[src/hdl/afr_pkg.sv]
// Package for the 3D principal-axis frame rotation pipeline.
// Holds fixed-point constants, latency figures, the arctangent table and the request sideband type.
// No dependencies.
`default_nettype none
package afr_pkg;

    localparam int CORDIC_STEPS    = 24;
    localparam int COORD_FRAC_BITS = 16;
    localparam int STEP_W          = (CORDIC_STEPS > 1) ? $clog2(CORDIC_STEPS) : 1;

    localparam logic [33:0] HALF_PI_Q27    = 34'd210828714;
    localparam logic [33:0] QUARTER_PI_Q27 = 34'd105414357;
    localparam logic [34:0] ANGLE_OFFSET   = 35'd2635358925;
    localparam logic signed [31:0] CORDIC_GAIN_Q30 = 32'sd652032874;
    localparam logic signed [31:0] ONE_Q30         = 32'sd1073741824;

    localparam logic [1:0] AXIS_X   = 2'd0;
    localparam logic [1:0] AXIS_Y   = 2'd1;
    localparam logic [1:0] AXIS_Z   = 2'd2;
    localparam logic [1:0] AXIS_BAD = 2'd3;
    localparam logic       ACT_FWD  = 1'b0;

    localparam int QUOT_BITS   = 5;
    localparam int REDUCE_LAT  = QUOT_BITS + 2;
    localparam int XFORM_LAT   = 4;
    localparam int FRONT_LAT   = REDUCE_LAT + CORDIC_STEPS;
    localparam int TOTAL_LAT   = FRONT_LAT + XFORM_LAT;

    typedef struct packed {
        logic              action;
        logic [1:0]        axis;
        logic signed [31:0] px;
        logic signed [31:0] py;
        logic signed [31:0] pz;
        logic signed [31:0] tx;
        logic signed [31:0] ty;
        logic signed [31:0] tz;
    } side_t;

    // Arctangent of 2^-i in Q2.30
    function automatic logic signed [31:0] atan_entry(input logic [STEP_W-1:0] i);
        logic signed [31:0] r;
        begin
            r = 32'sd0;
            unique case (i)
                STEP_W'(0): r = 32'sd843314857;
                STEP_W'(1): r = 32'sd497837829;
                STEP_W'(2): r = 32'sd263043837;
                STEP_W'(3): r = 32'sd133525159;
                STEP_W'(4): r = 32'sd67021687;
                STEP_W'(5): r = 32'sd33543516;
                STEP_W'(6): r = 32'sd16775851;
                STEP_W'(7): r = 32'sd8388437;
                STEP_W'(8): r = 32'sd4194283;
                STEP_W'(9): r = 32'sd2097149;
                default:
                begin
                    if (32'(i) <= 32'd30)
                        r = 32'sd1 <<< (32'd30 - 32'(i));
                    else
                        r = 32'sd0;
                end
            endcase
            return r;
        end
    endfunction

endpackage
`default_nettype wire

[src/hdl/afr_cordic_cell.sv]
// One rotation-mode CORDIC iteration with output register.
// Depends on afr_pkg.
`default_nettype none
module afr_cordic_cell (
    input  wire logic                          clk,
    input  wire logic [afr_pkg::STEP_W-1:0]    step,
    input  wire logic signed [31:0]            x_in,
    input  wire logic signed [31:0]            y_in,
    input  wire logic signed [31:0]            z_in,
    input  wire logic [1:0]                    quad_in,
    output logic signed [31:0]                 x_out,
    output logic signed [31:0]                 y_out,
    output logic signed [31:0]                 z_out,
    output logic [1:0]                         quad_out
);
    import afr_pkg::*;

    logic signed [31:0] dx, dy, a;
    logic signed [31:0] x_reg, y_reg, z_reg;
    logic [1:0]         quad_reg;

    assign dx = y_in >>> step;
    assign dy = x_in >>> step;
    assign a  = atan_entry(step);

    // Rotate toward zero residual angle
    always_ff @(posedge clk)
    begin
        if (!z_in[31])
        begin
            x_reg <= x_in - dx;
            y_reg <= y_in + dy;
            z_reg <= z_in - a;
        end
        else
        begin
            x_reg <= x_in + dx;
            y_reg <= y_in - dy;
            z_reg <= z_in + a;
        end
        quad_reg <= quad_in;
    end

    assign x_out    = x_reg;
    assign y_out    = y_reg;
    assign z_out    = z_reg;
    assign quad_out = quad_reg;
endmodule
`default_nettype wire

[config.mk]
export PLATFORM = sky130hd
export DESIGN_NAME = afr_cordic_cell
export DESIGN_NICKNAME = d
export VERILOG_FILES = /design/src/hdl/afr_pkg.sv /design/src/hdl/afr_cordic_cell.sv
export SDC_FILE = /design/constraint.sdc
export NUM_CORES = 1
export LEC_CHECK = 0
export BUFFER_PORTS_ARGS = -buffer_cell sky130_fd_sc_hd__buf_4
export CORE_MARGIN = 3
export CORE_UTILIZATION = 35
export DETAILED_ROUTE_END_ITERATION = 8
export PLACE_DENSITY_LB_ADDON = 0.15
export SETUP_SLACK_MARGIN = 0.4
export SKIP_CTS_REPAIR_TIMING = 1
export SLEW_MARGIN = 20
export SYNTH_ARGS = -nofsm -noshare
export SYNTH_HDL_FRONTEND = slang
export SYNTH_SLANG_ARGS = --single-unit
[constraint.sdc]
create_clock -name clk -period 9.5 [get_ports clk]
set_input_delay 1.425 -clock clk [delete_from_list [all_inputs] [get_ports clk]]
set_output_delay 1.425 -clock clk [all_outputs]
set_load 0.005 [all_outputs]
==> results of run 1 <==
[kinds of logic after synthesis]
kind of cell             synth area share (%)
AND/OR/NAND/NOR                          18.8
AO/OA/AOI/OAI                            26.4
flip-flops                               13.5
XOR/XNOR                                 9.68
adder cells (fa/ha/maj)                  9.40
buffers and inverters                    4.73
multiplexers                             17.5
[worst max-delay path by stage]
stage            start   endpoint  cells after the start
2_1_floorplan  step[0]  z_out[20]                     27
4_1_cts        step[0]  z_out[20]                     21
5_1_grt        step[0]  z_out[30]                     21
6_report       step[0]  z_out[20]                     21
3_5_place_dp   step[0]  z_out[20]                     21
3_3_place_gp   step[0]  z_out[30]                     22
[flip-flops by register name, indices dropped and copies added (netlist names)]
register and flops:
quad_out 2, x_out 32, y_out 32, z_out 32
[area by class of cell]
cell class                 instances  area, µm²
clock buffer                      11        253
clock inverter                     5       60.1
fill                            4125      23700
inverter                          38        143
multi-input combinational       1528      11800
sequential                        98       1960
tap                              525        657
timing repair buffer             222       1680
[power by group through the flow]
| stage | logic [µW] | registers, µW | clock network, µW |
|---|---|---|---|
| after floorplan | 939 | 677 | 0 |
| after global placement | 1610 | 656 | 0 |
| after detailed placement | 1610 | 658 | 0 |
| after CTS | 1610 | 650 | 420 |
| after global routing | 1760 | 665 | 436 |
| final | 1620 | 647 | 400 |
[per-stage QoR]
stage / setup slack [ns] / utilization, %
6_report: 1.48 / 41.2
5_1_grt: 0.829 / 41.2
4_1_cts: 1.58 / 41.2
3_5_place_dp: 1.17 / 40.4
3_3_place_gp: 1.25 / 40.4
2_1_floorplan: 2.89 / -
[cell usage in the layout (no fill, tap or decap), types with 14 or more instances in the layout]
| master | count |
|---|---|
| a22oi_1 | 17 |
| xnor2_1 | 112 |
| ha_1 | 104 |
| xor2_1 | 48 |
| and3_1 | 14 |
| nor2b_1 | 25 |
| a21o_1 | 43 |
| nand4_1 | 14 |
| o21ai_0 | 97 |
| nand2_1 | 131 |
| buf_4 | 220 |
| inv_1 | 35 |
| nor3_1 | 46 |
| mux2_2 | 24 |
| a31oi_1 | 38 |
| and2_1 | 29 |
| a21oi_1 | 130 |
| mux4_2 | 70 |
| nor2_1 | 157 |
| a211oi_1 | 32 |
| mux2i_1 | 57 |
| o211ai_1 | 16 |
| nand2b_1 | 32 |
| nand3_1 | 38 |
| dfxtp_1 | 98 |
| o22ai_1 | 23 |
| o21a_1 | 20 |
[routing by layer]
metal / share of wire, % / up-vias / GRT usage, %
met5: 0 / - / 0
met4: 4.4 / 0 / 10.9
met3: 8.0 / 144 / 5.98
met2: 46 / 720 / 44.9
met1: 42 / 7405 / 35.6
li1: - / 6965 / -
==> flow_metrics.tcl, run 1 <==
set metrics [dict create \
    synth_top_area_share_pct 13.5 \
    synth_seq_cells 98 \
    post-route-cell-area_um2 16600 \
    syn_inst 1765 \
    place.gp.congestion 1.02 \
    pwr-share-seq_pct 24.3 \
    clockRootBuffer "clkbuf_16" \
    path_clk_slew_ns 0.07 \
    seq_area_frac_synth_pct 13.5 \
    dpl_cell_area_um2 16300 \
    grt_overflow 0 \
    drive_gt1_share_pct 20.4 \
    ys.flop_type "dfxtp_1" \
    grtUsageTotal_pct 27.5 \
    synth_top_area_cell "dfxtp_1" \
    port_buffers 201 \
    worst_setup_path_start_kind "input pin" \
    relSlewSlack_pct 22.7 \
    outcome "finished clean" \
    yosysUniqueCellTypes 105 \
    timing.final.crit_share_pct 84.4 \
    hpwl_mm 48.5 \
    pwr-share-clk_pct 15.0 \
    synth_edf_count 0 \
    num_antenna_cells 0 \
    dr.pass1.iters 5 \
    grt_pass1_wl_mm 93.5 \
    htreeDepth 3 \
    power_switching_uw 1110 \
    postRouteAntennaNets 0 \
    fin_setup_tns_ns 0 \
    cpPeakStageDelay_ns 0.72 \
    fin_nets 2108 \
    wl_mm 62.3 \
    die_area_um2 43900 \
    initialDrtViolationCount 1724 \
    leakagePower_uw 0.00676 \
    crit_arrival_ns 8.36 \
    layoutNonFillerInstCount 2427 \
    final-hold-violation-count 0 \
    holdCritPathClass "input pin to flip-flop" \
    min_to "quad_out[1]" \
    path_buf_inv 2 \
    ys_top_cells_by_area "dfxtp_1 14%, mux4_2 11%, ha_1 9.0%" \
    synth_warnings 0 \
    numCtsBuffers 9 \
    pwr-share-comb_pct 60.7 \
    irDropWorstVdd_v 0.000110 \
    drc 0 \
    min_path_cells 1 \
    fp.dieH_um 209 \
    worstHoldStart "quad_in[1]" \
    rsz0062_at_grt "no" \
    crit_required_ns 9.84 \
    die_w_um 209 \
    slew_viol_final 0 \
    critical_path.max_fanout 91 \
    cts_buffer_depth 2 \
    critPathTopFamily "compound AO/OA/AOI/OAI gates" \
    switching_share_pct 41.6 \
    synthArstFlopShare_pct 0 \
    syn_area_um2 14500 \
    worstMarginPinSlew_ns 1.15 \
    ios 202 \
    total_power_uw 2660 \
    fin_crit_ns 8.02 \
    vias_per_cell 6.28 \
    grt_pass1_vias 14800 \
    critPathKind "input pin to flip-flop" \
    yosys-top-cells-count "157 x nor2_1, 131 x nand2_1, 130 x a21oi_1" \
    rows 73 \
    crit_path_end_kind "flip-flop" \
    antenna_found_initial 0 \
    start_util_pct 36.0 \
    placedCellCount 2411 \
    core_area_um2 40300 \
    synth_most_common_cell "nor2_1" \
    crit_slowest_cell "buf_6" \
    setup_viol 0 \
    area_delta_synth_final_pct 14.6 \
    vias 15200 \
    whs_ns 1.13 \
    crit_chain "buf_6, inv_1, ha_1, nor2_1, o22ai_1, a211oi_1, and3_1, nand4_1, nor2_1, a41oi_1, xnor2_1, ha_1, o211ai_1, o21ai_0, a21oi_1, a21boi_0, o21ai_0, a21boi_0, o31a_1, or4b_2, nand3_1" \
    power_density_nw_per_um2 160 \
    internal_power_uw 1560 \
    detail_route.wl_per_cell_um 25.7 \
    avgSynthCellArea_um2 8.21 \
    grt_max_degree 92 \
    synth_nets 1976 \
    cts.sinks 98 \
    cap_violations 0 \
    timing.fmax_ghz 0.125 \
    tritoncts "built" \
]
Power figures use the tool's default switching activity.
==> inputs of run 2 (changes only) <==
Clock period 9.5 ns to 8.4 ns, I/O delays scaled along.
==> run 2 against run 1 <==
  * Combinational power grew 12%
  * Final cell count up 0.54%
  * Core utilization increased by 0.17 points
  * Sequential share of layout area barely moved
  * Sequential power up 13%
  * Sequential cell count stayed put
  * Design area grew 0.42%
  * Critical endpoint unchanged
  * Non-clock buffer count up 13
  * Die area stayed put
==> flow_metrics.tcl, run 2 (synthesis results as in run 1) <==
set metrics [dict create \
    numCtsBuffers 9 \
    initialDrtViolationCount 1484 \
    crit_end "z_out[20]" \
    crit_path_end_kind "flip-flop" \
    slew_viol_final 0 \
    dr.pass1.iters 6 \
    relSlewSlack_pct 23.2 \
    worstHoldStart "quad_in[0]" \
    met3_usage_pct 4.28 \
    irDropWorstVdd_v 0.0000955 \
    tritoncts "built" \
    start_util_pct 36.0 \
    fin_setup_tns_ns 0 \
    grt_busiest_layer "met2" \
    grt_pass1_vias 14800 \
    fin_util_pct 41.4 \
    final-hold-violation-count 0 \
    area_delta_synth_final_pct 15.1 \
    drc 0 \
    grt_overflow 0 \
    worstMarginPinSlew_ns 1.12 \
    wl_mm 61.5 \
    crit_arrival_ns 7.73 \
    placedCellCount 2424 \
    htreeDepth 3 \
    detail_route.wl_per_cell_um 25.2 \
    fp.dieH_um 209 \
    drive_gt1_share_pct 20.8 \
    critical_path.max_fanout 58 \
    antenna_found_initial 0 \
    outcome "finished clean" \
    grt_use_met2_pct 45.7 \
    ios 202 \
    num_antenna_cells 0 \
    cts.sinks 98 \
    die_area_um2 43900 \
    cap_violations 0 \
    path_clk_slew_ns 0.07 \
    use_met1_pct 35.2 \
    rsz0062_at_grt "no" \
    die_w_um 209 \
    clockRootBuffer "clkbuf_16" \
    holdCritPathClass "input pin to flip-flop" \
    vias_per_cell 6.22 \
    port_buffers 201 \
    fin_nets 2121 \
    place.gp.congestion 0.985 \
    vias 15200 \
    power_density_nw_per_um2 178 \
    final_common_cell "buf_4" \
    layoutNonFillerInstCount 2440 \
    grt_max_degree 68 \
    hpwl_mm 48.2 \
    layout_common_cells "232 x buf_4, 157 x nor2_1, 131 x nand2_1" \
    timing.final.crit_share_pct 88.0 \
    timing.fmax_ghz 0.135 \
    startpoint "step[0]" \
    fin_crit_ns 7.39 \
    post-route-cell-area_um2 16700 \
    cts_buffer_depth 2 \
    postRouteAntennaNets 0 \
    crit_required_ns 8.74 \
    worst_setup_path_start_kind "input pin" \
    min_path_cells 1 \
    setup_viol 0 \
    critPathKind "input pin to flip-flop" \
    grtUsageTotal_pct 27.4 \
    dpl_cell_area_um2 16400 \
    core_area_um2 40300 \
    rows 73 \
    total_power_uw 2960 \
    grt_pass1_wl_mm 92.9 \
    leakagePower_uw 0.00681 \
]
==> run 2: worst min path at each step <==
stage,to,slack (ns)
global route,quad_out[0],0.95
detailed placement,quad_out[1],1.37
global placement,quad_out[1],1.37
floorplan,quad_out[0],1.29
finish,quad_out[0],0.96
CTS,quad_out[1],0.93
==> run 2: worst max-delay path, cell delays in order <==
cell and delay (ns):
buf_6 0.50, inv_1 0.33, ha_1 0.45, or2_2 0.37, a22oi_1 0.59, o21a_1 0.22
nand2_1 0.10, inv_1 0.08, and3_1 0.22, nand4_1 0.27, nor2_1 0.32, a41oi_1 0.17
xnor2_1 0.18, ha_1 0.38, o211ai_1 0.18, o21ai_0 0.10, a21oi_1 0.37, a21boi_0 0.19
o21ai_0 0.24, a21boi_0 0.18, o31a_1 0.29, or4b_2 0.60, nand3_1 0.10
==> run 2: routing by layer <==
metal / share of wire [%] / vias to the layer above
li1: - / 7010
met1: 41 / 7386
met2: 48 / 643
met3: 7.0 / 130
met4: 4.0 / 0
met5: 0 / -
==> run 2: report_power, final <==
part	total [µW]	internal, µW	switching (µW)	leakage (µW)
Combinational	1810	843	971	0.00585
Clock	414	209	205	0.000133
Sequential	730	675	55.2	0.000827
==> run 2: stage by stage <==
step	worst slack, ns	hold slack (ns)
floorplan	1.96	1.29
global placement	0.799	1.37
detailed placement	0.701	1.37
CTS	1.12	0.934
global route	0.471	0.946
finish	1.01	0.965
==> run 2: final cells by class <==
cell class | instances | area, µm²
Clock buffer | 12 | 246
Clock inverter | 4 | 26.3
Fill cell | 4162 | 23600
Inverter | 38 | 143
Multi-Input combinational cell | 1528 | 11800
Sequential cell | 98 | 1960
Tap cell | 525 | 657
Timing Repair Buffer | 235 | 1790
