$ cat config.mk
export PLATFORM = sky130hd
export DESIGN_NAME = afr_reduce
export DESIGN_NICKNAME = d
export VERILOG_FILES = /design/src/hdl/afr_pkg.sv /design/src/hdl/afr_reduce.sv
export SDC_FILE = /design/constraint.sdc
export NUM_CORES = 1
export LEC_CHECK = 0
export BUFFER_PORTS_ARGS = -buffer_cell sky130_fd_sc_hd__buf_2
export CAP_MARGIN = 5
export CORE_AREA = 2 2 140 142
export DETAILED_ROUTE_END_ITERATION = 6
export DIE_AREA = 0 0 142 144
export GPL_TIMING_DRIVEN = 1
export PLACE_DENSITY = 0.74
export RECOVER_POWER = 50
export SYNTH_ARGS = -nofsm -noshare
export SYNTH_HDL_FRONTEND = slang
export SYNTH_SLANG_ARGS = --single-unit
export TNS_END_PERCENT = 50
$ cat constraint.sdc
create_clock -name clk -period 2.49 [get_ports clk]
set_clock_uncertainty 0.1 [all_clocks]
set_input_delay 0 -clock clk [delete_from_list [all_inputs] [get_ports clk]]
set_output_delay 0 -clock clk [all_outputs]
set_load 0.02 [all_outputs]
$ cat src/hdl/afr_pkg.sv
// Package for the 3D principal-axis frame rotation pipeline.
// Holds fixed-point constants, latency figures, the arctangent table and the request sideband type.
// No dependencies.
`default_nettype none
package afr_pkg;

    localparam int CORDIC_STEPS    = 24;
    localparam int COORD_FRAC_BITS = 16;
    localparam int STEP_W          = (CORDIC_STEPS > 1) ? $clog2(CORDIC_STEPS) : 1;

    localparam logic [33:0] HALF_PI_Q27    = 34'd210828714;
    localparam logic [33:0] QUARTER_PI_Q27 = 34'd105414357;
    localparam logic [34:0] ANGLE_OFFSET   = 35'd2635358925;
    localparam logic signed [31:0] CORDIC_GAIN_Q30 = 32'sd652032874;
    localparam logic signed [31:0] ONE_Q30         = 32'sd1073741824;

    localparam logic [1:0] AXIS_X   = 2'd0;
    localparam logic [1:0] AXIS_Y   = 2'd1;
    localparam logic [1:0] AXIS_Z   = 2'd2;
    localparam logic [1:0] AXIS_BAD = 2'd3;
    localparam logic       ACT_FWD  = 1'b0;

    localparam int QUOT_BITS   = 5;
    localparam int REDUCE_LAT  = QUOT_BITS + 2;
    localparam int XFORM_LAT   = 4;
    localparam int FRONT_LAT   = REDUCE_LAT + CORDIC_STEPS;
    localparam int TOTAL_LAT   = FRONT_LAT + XFORM_LAT;

    typedef struct packed {
        logic              action;
        logic [1:0]        axis;
        logic signed [31:0] px;
        logic signed [31:0] py;
        logic signed [31:0] pz;
        logic signed [31:0] tx;
        logic signed [31:0] ty;
        logic signed [31:0] tz;
    } side_t;

    // Arctangent of 2^-i in Q2.30
    function automatic logic signed [31:0] atan_entry(input logic [STEP_W-1:0] i);
        logic signed [31:0] r;
        begin
            r = 32'sd0;
            unique case (i)
                STEP_W'(0): r = 32'sd843314857;
                STEP_W'(1): r = 32'sd497837829;
                STEP_W'(2): r = 32'sd263043837;
                STEP_W'(3): r = 32'sd133525159;
                STEP_W'(4): r = 32'sd67021687;
                STEP_W'(5): r = 32'sd33543516;
                STEP_W'(6): r = 32'sd16775851;
                STEP_W'(7): r = 32'sd8388437;
                STEP_W'(8): r = 32'sd4194283;
                STEP_W'(9): r = 32'sd2097149;
                default:
                begin
                    if (32'(i) <= 32'd30)
                        r = 32'sd1 <<< (32'd30 - 32'(i));
                    else
                        r = 32'sd0;
                end
            endcase
            return r;
        end
    endfunction

endpackage
`default_nettype wire

$ cat src/hdl/afr_reduce.sv
// Angle quadrant reduction: pipelined divide by pi/2, one quotient bit per stage.
// Depends on afr_pkg.
`default_nettype none
module afr_reduce (
    input  wire logic               clk,
    input  wire logic signed [31:0] angle,
    output logic signed [31:0]      z_out,
    output logic [1:0]              quad_out
);
    import afr_pkg::*;

    logic [33:0]          rem_reg  [0:QUOT_BITS];
    logic [QUOT_BITS-1:0] q_reg    [0:QUOT_BITS];
    logic signed [31:0]   z_reg;
    logic [1:0]           quad_reg;
    logic [34:0]          t_next;
    logic signed [29:0]   diff;
    logic signed [32:0]   zw;

    // Bias angle so it is always positive
    assign t_next = {{3{angle[31]}}, angle} + ANGLE_OFFSET;

    always_ff @(posedge clk)
    begin
        rem_reg[0] <= t_next[33:0];
        q_reg[0]   <= '0;
    end

    // Restoring divide steps, highest multiple first
    for (genvar s = 0; s < QUOT_BITS; s++) begin : g_div
        logic [33:0] dv;
        assign dv = HALF_PI_Q27 << (QUOT_BITS - 1 - s);
        always_ff @(posedge clk)
        begin
            if (rem_reg[s] >= dv)
            begin
                rem_reg[s+1] <= rem_reg[s] - dv;
                q_reg[s+1]   <= q_reg[s] | (QUOT_BITS'(1) << (QUOT_BITS - 1 - s));
            end
            else
            begin
                rem_reg[s+1] <= rem_reg[s];
                q_reg[s+1]   <= q_reg[s];
            end
        end
    end

    // Center remainder and scale to Q2.30
    assign diff = $signed({1'b0, rem_reg[QUOT_BITS][28:0]}) - $signed(QUARTER_PI_Q27[29:0]);
    assign zw   = {diff, 3'b000};

    always_ff @(posedge clk)
    begin
        z_reg    <= zw[31:0];
        quad_reg <= q_reg[QUOT_BITS][1:0];
    end

    assign z_out    = z_reg;
    assign quad_out = quad_reg;
endmodule
`default_nettype wire

==> results of run 1 <==
-- synthesized netlist by cell type (9+ instances only) --
cell type	n
and3_1	10
nand2_1	77
or2_2	11
nand4_1	15
nand2b_1	13
nand3_1	31
a21boi_0	10
nor3_1	26
xnor2_1	109
a211oi_1	15
nor4_1	15
dfxtp_1	232
or3_1	13
clkbuf_1	14
inv_1	31
buf_2	9
o21ai_0	51
ha_1	9
xor2_1	85
o211ai_1	12
a21oi_1	57
o21a_1	10
nor2_1	75
-- worst max path at each step --
stage | startpoint | to | depth (start not counted)
after detailed placement | rem_reg[1][20] | rem_reg[1][43] | 6
after global placement | rem_reg[1][20] | rem_reg[1][59] | 6
after CTS | rem_reg[1][20] | rem_reg[1][66] | 7
final | rem_reg[1][53] | rem_reg[2][15] | 5
after global routing | rem_reg[1][53] | rem_reg[2][19] | 5
after floorplan | rem_reg[1][20] | rem_reg[1][66] | 5
-- kinds of logic after synthesis --
group,synth area share (%)
and+or+nand+nor,17.5
xor gates and xnor gates,17.0
muxes,0.212
adders and majority gates,1.12
other,0.0375
buffers and inverters,2.67
AOI/OAI and AO/OA,15.1
DFF,46.4
-- metal layers --
layer / vias up / GRT usage [%] / wire length (µm)
met5: - / 0 / 0
met4: 0 / 9.47 / 854
met3: 68 / 3.08 / 754
met2: 181 / 40.8 / 10900
met1: 3532 / 19.1 / 7480
li1: 4080 / - / -
-- what timing repair did --
item,CTS,global route
hold endpoints to repair,33,0
pin swaps,0,3
resized for setup,6,12
hold buffers,51,0
gates cloned,0,0
setup buffers,0,0
setup endpoints to repair,29,36
-- final cells by class --
type,instances,area [µm²]
well taps,238,298
fillers,1539,6810
clock buffers,39,748
flip-flops and latches,232,4640
clock inverters,3,40.0
repair buffers,174,1230
multi-input cells,770,5180
inverters,31,116
-- worst max-delay path, stage by stage (launching register included) --
cell and delay, ns:
dfxtp_1 0.31, or4_4 0.57, or4_4 0.51, o21a_4 0.33
a2111oi_2 0.36, xor2_1 0.17
-- placed cells by master, fill, tap and decap left out, types with 5 or more instances in the layout --
master and instances:
o21a_1 9, a211oi_1 14, a21oi_1 56, clkbuf_1 42
nor3_1 26, and3_1 10, buf_4 55, ha_1 9
buf_2 31, o21ai_0 51, nand2b_1 13, a31oi_1 7
nand3_1 31, o211ai_1 12, or3_1 13, nand2_1 77
nand3b_1 8, a21boi_0 10, and2_1 5, nor2_1 75
or4_4 5, xor2_1 85, nor4_1 13, o31a_1 6
clkbuf_8 7, nor2b_1 6, clkbuf_16 25, o31ai_1 6
inv_1 31, xnor2_1 109, dfxtp_1 232, or2_2 11
or4_1 5, dlygate4sd3_1 51, nand4_1 15
-- power by group through the flow --
| stage | Combinational, mW | Sequential (mW) | Clock, mW |
|---|---|---|---|
| after global routing | 6.44 | 6.84 | 3.72 |
| after detailed placement | 5.66 | 6.64 | 0 |
| after CTS | 5.80 | 6.57 | 3.56 |
| after floorplan | 3.95 | 6.68 | 0 |
| after global placement | 5.58 | 6.61 | 0 |
| final | 5.75 | 6.61 | 3.45 |
==> summary by stage, run 1 <==
Place
The detailed-placement wirelength estimate is around 14 mm. The worst setup slack after placement is -0.180 ns. The global placer's final weighted congestion is a little under 0.9. The placed standard-cell area is between 0.01 and 0.015 mm². During placement, the flow inserted port buffers numbering 63.

The number of placed instances, taps included, is about 1,400.

GRT
Entering global routing, the biggest net connects 32 pins. The via count of the first global-routing pass is 7,742. The final global-route overflow total is 0. The initial antenna violation count is 0. Across every metal layer, demand over resource in global routing totals about a fifth. The global-route wire length before repair is around 34 mm.

Run status
The run finished with clean final reports.

STA
The minimum setup slack in the final design is 0.0726 ns. Setup violations remaining at the end of the flow were counted as 0. The count of pins over their slew limit is 0. In the finished design, the share of the clock period the worst path needs comes to between 90% and 100%. The final period demand of the worst path is 2.42 ns. The worst max-slew margin expressed relative to the limit is between 40% and 50%. Adding up every negative setup slack in the final design gives 0 ns. Final hold analysis gives a worst-case slack of about 0.14 ns. At the pin with the least slew margin, the transition time is roughly 0.79 ns. Timing would allow up to slightly above 0.4 GHz.

The count of final hold-check violations is 0. Setup repair after global routing could not meet its margin everywhere.

Min path
The worst hold path terminates at rem_reg[0][31]. The path class of the lowest-slack min-delay path is in -> reg. The worst hold path was traced through 3 stages. In this run the most critical hold path is launched from angle[31].

Yosys
The number of unique standard cell types used by synthesis is 70. For this run, the leading register cell type out of synthesis is dfxtp_1. The gate count of the mapped netlist is about 1,100. By area the synthesized netlist is led by dfxtp_1 46%, xnor2_1 9.5%, xor2_1 7.4%.

The synthesized design contains between 200 and 250 register bits. The fraction of post-synthesis cell area in the top cell type by area is a little under half. Yosys printed 0 warnings. The sequential cell area fraction in the yosys report is roughly 46%. The synthesized netlist occupies a cell area of 0.0100 mm². In the synthesized netlist the async set-or-reset flop fraction comes to 0%. dfxtp_1 takes more of the synthesized area than any other cell. The synthesized design contains 0 enable-type register cells. The mean area per synthesized cell is approximately 9.4 µm².

Routing
The mean routed wirelength per cell is about 13 µm. The length of the first detailed-routing pass in iterations is 4. The detail route stage leaves a number of antenna-violating nets equal to 0. The count of vias placed by the detailed router is between 7,000 and 8,000.

The detailed router finished its first iteration with 276 violations. The remaining design rule violation count is 0. After detailed routing, the total wire length is 20.0 mm. After detailed routing, the number of vias per cell comes to between 5 and 6.

Floorplanning
The area of the core is roughly 0.019 mm². For this configuration, the core starts out at a cell density of around 52%. The die outline height is about 140 µm.

The number of placed I/O pins is 67. The die covers slightly above 0.02 mm². The cell row count is roughly 50. The horizontal die dimension is roughly 140 µm.

Clock network
The source-to-sink clock delay at the later pin of the worst-skew pair is approximately 0.51 ns. The clock transition time at the flip-flop clock pins of the worst setup and hold paths is about 0.060 ns. The maximum root-to-sink buffer count is 3.

The cell at the root of the clock tree is clkbuf_16. The number of levels the H-tree was split into is 1. The TritonCTS clock tree is done. The clock drives approximately 230 sinks. TritonCTS created 24 clock buffers.

Layout
The final core utilization is 64.3%. Relative to the synthesized area, the layout overhead comes to 22.5%. Once layout is done, the placed cells without fillers occupy 0.0123 mm². The number of standard cells in the final layout excluding fillers is around 1,500.

The fraction of layout instances using a drive strength above 1 is ~13%. The final layout contains 1,275 nets. The register with the most flip-flops in the layout has approximately 200 of them. 0 antenna diodes ended up in the layout.

Run
Max-cap violations in this run came to 0.

Worst setup path
The logic depth of the worst register-to-register path is 5. STA classifies the critical path startpoint as a register. The critical register-to-register path startpoint is rem_reg[1][53]. For the worst setup path, the data required time is around 2.8 ns. Data arrives at the worst endpoint at 2.75 ns. Of all nets on the critical path, the largest fanout is 31. The worst setup path is captured at a register. The category of the most critical setup path is reg -> reg.

The reg-to-reg setup timing slack is approximately 0.073 ns. In this run the critical register-to-register path is captured at rem_reg[2][15].

Pwr
Net switching is around a third of the power. The leakage power of the design is 4.97 nW. The internal power summed over all cells is 10.3 mW.

Across the VDD grid, the largest voltage drop is 602 µV. The power consumption is 15.8 mW. Dividing total power by cell area gives a power density of roughly 1300 mW/mm². Of the total power, the clock network draws around 22%.

Of the total power, combinational logic draws a little over a third. For this design the total switching power over the nets is roughly 5.6 mW. The part of the total power dissipated in sequential elements is 41.8%.
Power figures use the tool's default switching activity.
==> run 2: changes to the inputs <==
Settings changed: CORE_AREA 2 2 140 142 to 2 2 106 186, DIE_AREA 0 0 142 144 to 0 0 108 188, PLACE_DENSITY 0.74 to 0.72.
==> summary by stage, run 2 (synthesis results as in run 1) <==
Clock network
The clock transition time at the flip-flop clock pins of the worst setup and hold paths was 0.06 ns (about the same). The total CTS buffers was 21 (-13%). The clock net sink count came to 232 (unchanged). The source-to-sink clock delay at the later pin of the worst-skew pair came to 0.50 ns (about the same). The TritonCTS clock tree is done.

The number of buffers inserted to repair setup after CTS was 0 (unchanged). The number of levels the H-tree was split into is 1 (unchanged). The maximum root-to-sink buffer count is 3 (unchanged).

CTS placed an instance of clkbuf_16 at the clock tree root.

Worst setup path
STA classifies the critical path startpoint as a register. The largest incremental delay on the critical path is 0.57 ns (about the same). The worst setup path is captured at a register. The sum of buffers and inverters on the critical path is 1 (+1). The peak fanout along the critical path was 4 (-87%). Traced cell by cell, the critical path runs through or4_4 -> a2111oi_1 -> buf_4 -> nand2_1 -> a311oi_1 -> mux2_2. The slowest library cell on the worst path is or4_4.

The category of cells accounting for the largest share of critical-path delay is compound AO/OA/AOI/OAI gates. The reg-to-reg setup timing slack is 0.05 ns (-0.02 ns). The critical path arrival is 2.72 ns (-0.03 ns). The required time at the endpoint of the critical path came to 2.77 ns (-0.05 ns).

The category of the most critical setup path is reg -> reg.

Layout
The number of flip-flops in the largest register is 198 (unchanged). The filler cell count came to 1,516 (-1.5%). The count of nets after finishing is 1,275 (unchanged). The area growth from synthesis to layout is 23.2%. The most common library cell in the layout ignoring fill and taps is dfxtp_1. The final core utilization is 65.4% (+1.1 points). The antenna diode count came to 0 (unchanged). The library cells used most frequently in the layout, excluding fill and tap cells, are 232 x dfxtp_1, 109 x xnor2_1, 85 x xor2_1. The fraction of layout instances using a drive strength above 1 is 13.2% (+0.33 points).

STA
The count of final hold-check violations is 0 (unchanged). The count of pins over their slew limit was 0 (unchanged). Setup repair after global routing could not meet its margin everywhere. The achievable frequency is 0.410 GHz (-0.83%). The final setup TNS is 0 ns (unchanged). The setup-violating endpoint count in the final report is 0 (unchanged).

The slew at the pin closest to its max-slew limit is 0.877 ns (+0.0900 ns). The final period demand of the worst path is 2.44 ns (+0.0201 ns). The worst hold slack across all endpoints was 0.0748 ns (-0.0638 ns). The worst max-slew margin expressed relative to the limit came to 41.0% (-6.0 points). The ratio of final minimum period to clock period is 97.9% (+0.81 points).

Pwr
The internal power summed over all cells was 10.4 mW (+1.5%). The power density over cell area is 1310 mW/mm² (+1.4%). The worst ir drop on vdd is 761 µV (+26%). The switching power share of the total came to 35.4% (+0.27 points). The power spent charging and discharging nets is 5.70 mW (+2.7%).

The combinational power share was 36.2% (-0.2 points). The leakage power of the design came to 4.98 nW (+0.21%). The power consumption is 16.1 mW (+2.0%).

The part of the total power dissipated in sequential elements is 41.2% (-0.6 points). The portion of total power attributed to the clock network is 22.6% (+0.8 points).

GRT
The initial antenna violation count is 0 (unchanged). The global-route wire length before repair is 34.8 mm (+3.2%). The total routing resource utilization after global routing is 21.2% (+1.3 points). The pin count of the biggest net entering global routing was 32 (unchanged). The final global-route overflow total is 0 (unchanged). The via count of the first global-routing pass is 8,217 (+6.1%).

Run
The max-cap check violation count came to 0 (unchanged).

Place
The global placer's final weighted congestion is 0.903 (+0.98%). The detailed-placement wirelength estimate came to 16.0 mm (+12%). The count of buffers inserted at the top-level ports came to 63 (unchanged).

Floorplanning
The area of the core is 0.0189 mm² (-1.1%). The starting density of the core is 53.1% (+0.61 points). The number of placed I/O pins is 67 (unchanged). The die outline area is 0.0203 mm² (-0.70%). The die outline height was 188 µm (+31%). The cell row count came to 67 (+31%). The horizontal die dimension was 108 µm (-24%).

Routing
The mean routed wirelength per cell is 14.8 µm (+10%). The length of the first detailed-routing pass in iterations is 5 (+1). The count of vias placed by the detailed router is 8,219 (+4.6%). The via-per-instance ratio came to 5.52 (+4.4%).

The number of DRC markers after the initial detailed-route iteration is 347 (+26%). The final antenna-violating net count is 0 (unchanged). The total detailed-routing wirelength was 22.1 mm (+10%). The remaining design rule violation count is 0 (unchanged).

Run status
The run finished with clean final reports.

Min path
The worst hold path belongs to the class in -> reg.
==> run 2: cell count changes in the layout (fill, tap and decap cells not counted), moves of 2 or more <==
cell | before | now
clkbuf_8 | 7 | 4
clkbuf_1 | 42 | 39
o21ai_1 | 0 | 3
o21ai_0 | 51 | 49
clkbuf_16 | 25 | 21
o21a_4 | 1 | 3
bufinv_16 | 1 | 6
==> run 2: per-layer routing <==
metal	global-route usage (%)	vias up	wire length, µm
met4	13.2	0	1440
met1	15.7	3835	6700
li1	-	4092	-
met2	46.2	199	13300
met3	2.57	93	651
met5	0	-	0
==> run 2: cell type report <==
class	count	area, µm²	share of cell area [%]
sequential	232	4640	37.7
clock buffer	27	588	4.77
inverter	31	116	0.943
clock inverter	11	211	1.71
tap	241	302	2.44
timing repair buffer	175	1240	10.1
multi-input combinational	772	5230	42.4
==> run 2: final timing paths <==
check,end,cells past startpoint,start
worst max-delay path,rem_reg[1][66],6,rem_reg[1][20]
worst min-delay path,rem_reg[0][32],6,angle[27]
worst min register to register,quad_out[0],0,q_reg[5][0]
worst max register to register,rem_reg[1][66],6,rem_reg[1][20]
==> run 2: metrics by stage <==
stage | worst slack, ns | cell area [µm²] | instances
final | 0.0524 | 12300 | 1489
after global routing | -0.0147 | 12300 | 1489
after floorplan | 0.0990 | 10000 | 1063
after detailed placement | -0.124 | 11000 | 1399
after CTS | 0.0218 | 12300 | 1487
after global placement | -0.118 | 11000 | 1399
==> run 2: tightest hold or removal path: cells and delay by family <==
family | cells | cell delay, ns
AOI/OAI and AO/OA | 1 | 0.08
buffers and inverters | 2 | 0.25
and+or+nand+nor | 3 | 0.29
==> run 2: power by group through the flow <==
stage	Sequential (mW)	Clock [mW]	Combinational, mW
finish	6.64	3.64	5.83
global route	6.83	3.87	6.44
CTS	6.60	3.71	5.84
detailed placement	6.67	0	5.69
global placement	6.63	0	5.55
floorplan	6.68	0	3.95
==> run 2: repair_timing <==
item / in CTS / in global routing
gates resized for setup: 4 / 19
pin swaps: 0 / 3
endpoints found under the setup margin: 20 / 43
cloned: 0 / 2
hold endpoints to repair: 33 / 0
hold buffers: 50 / 0
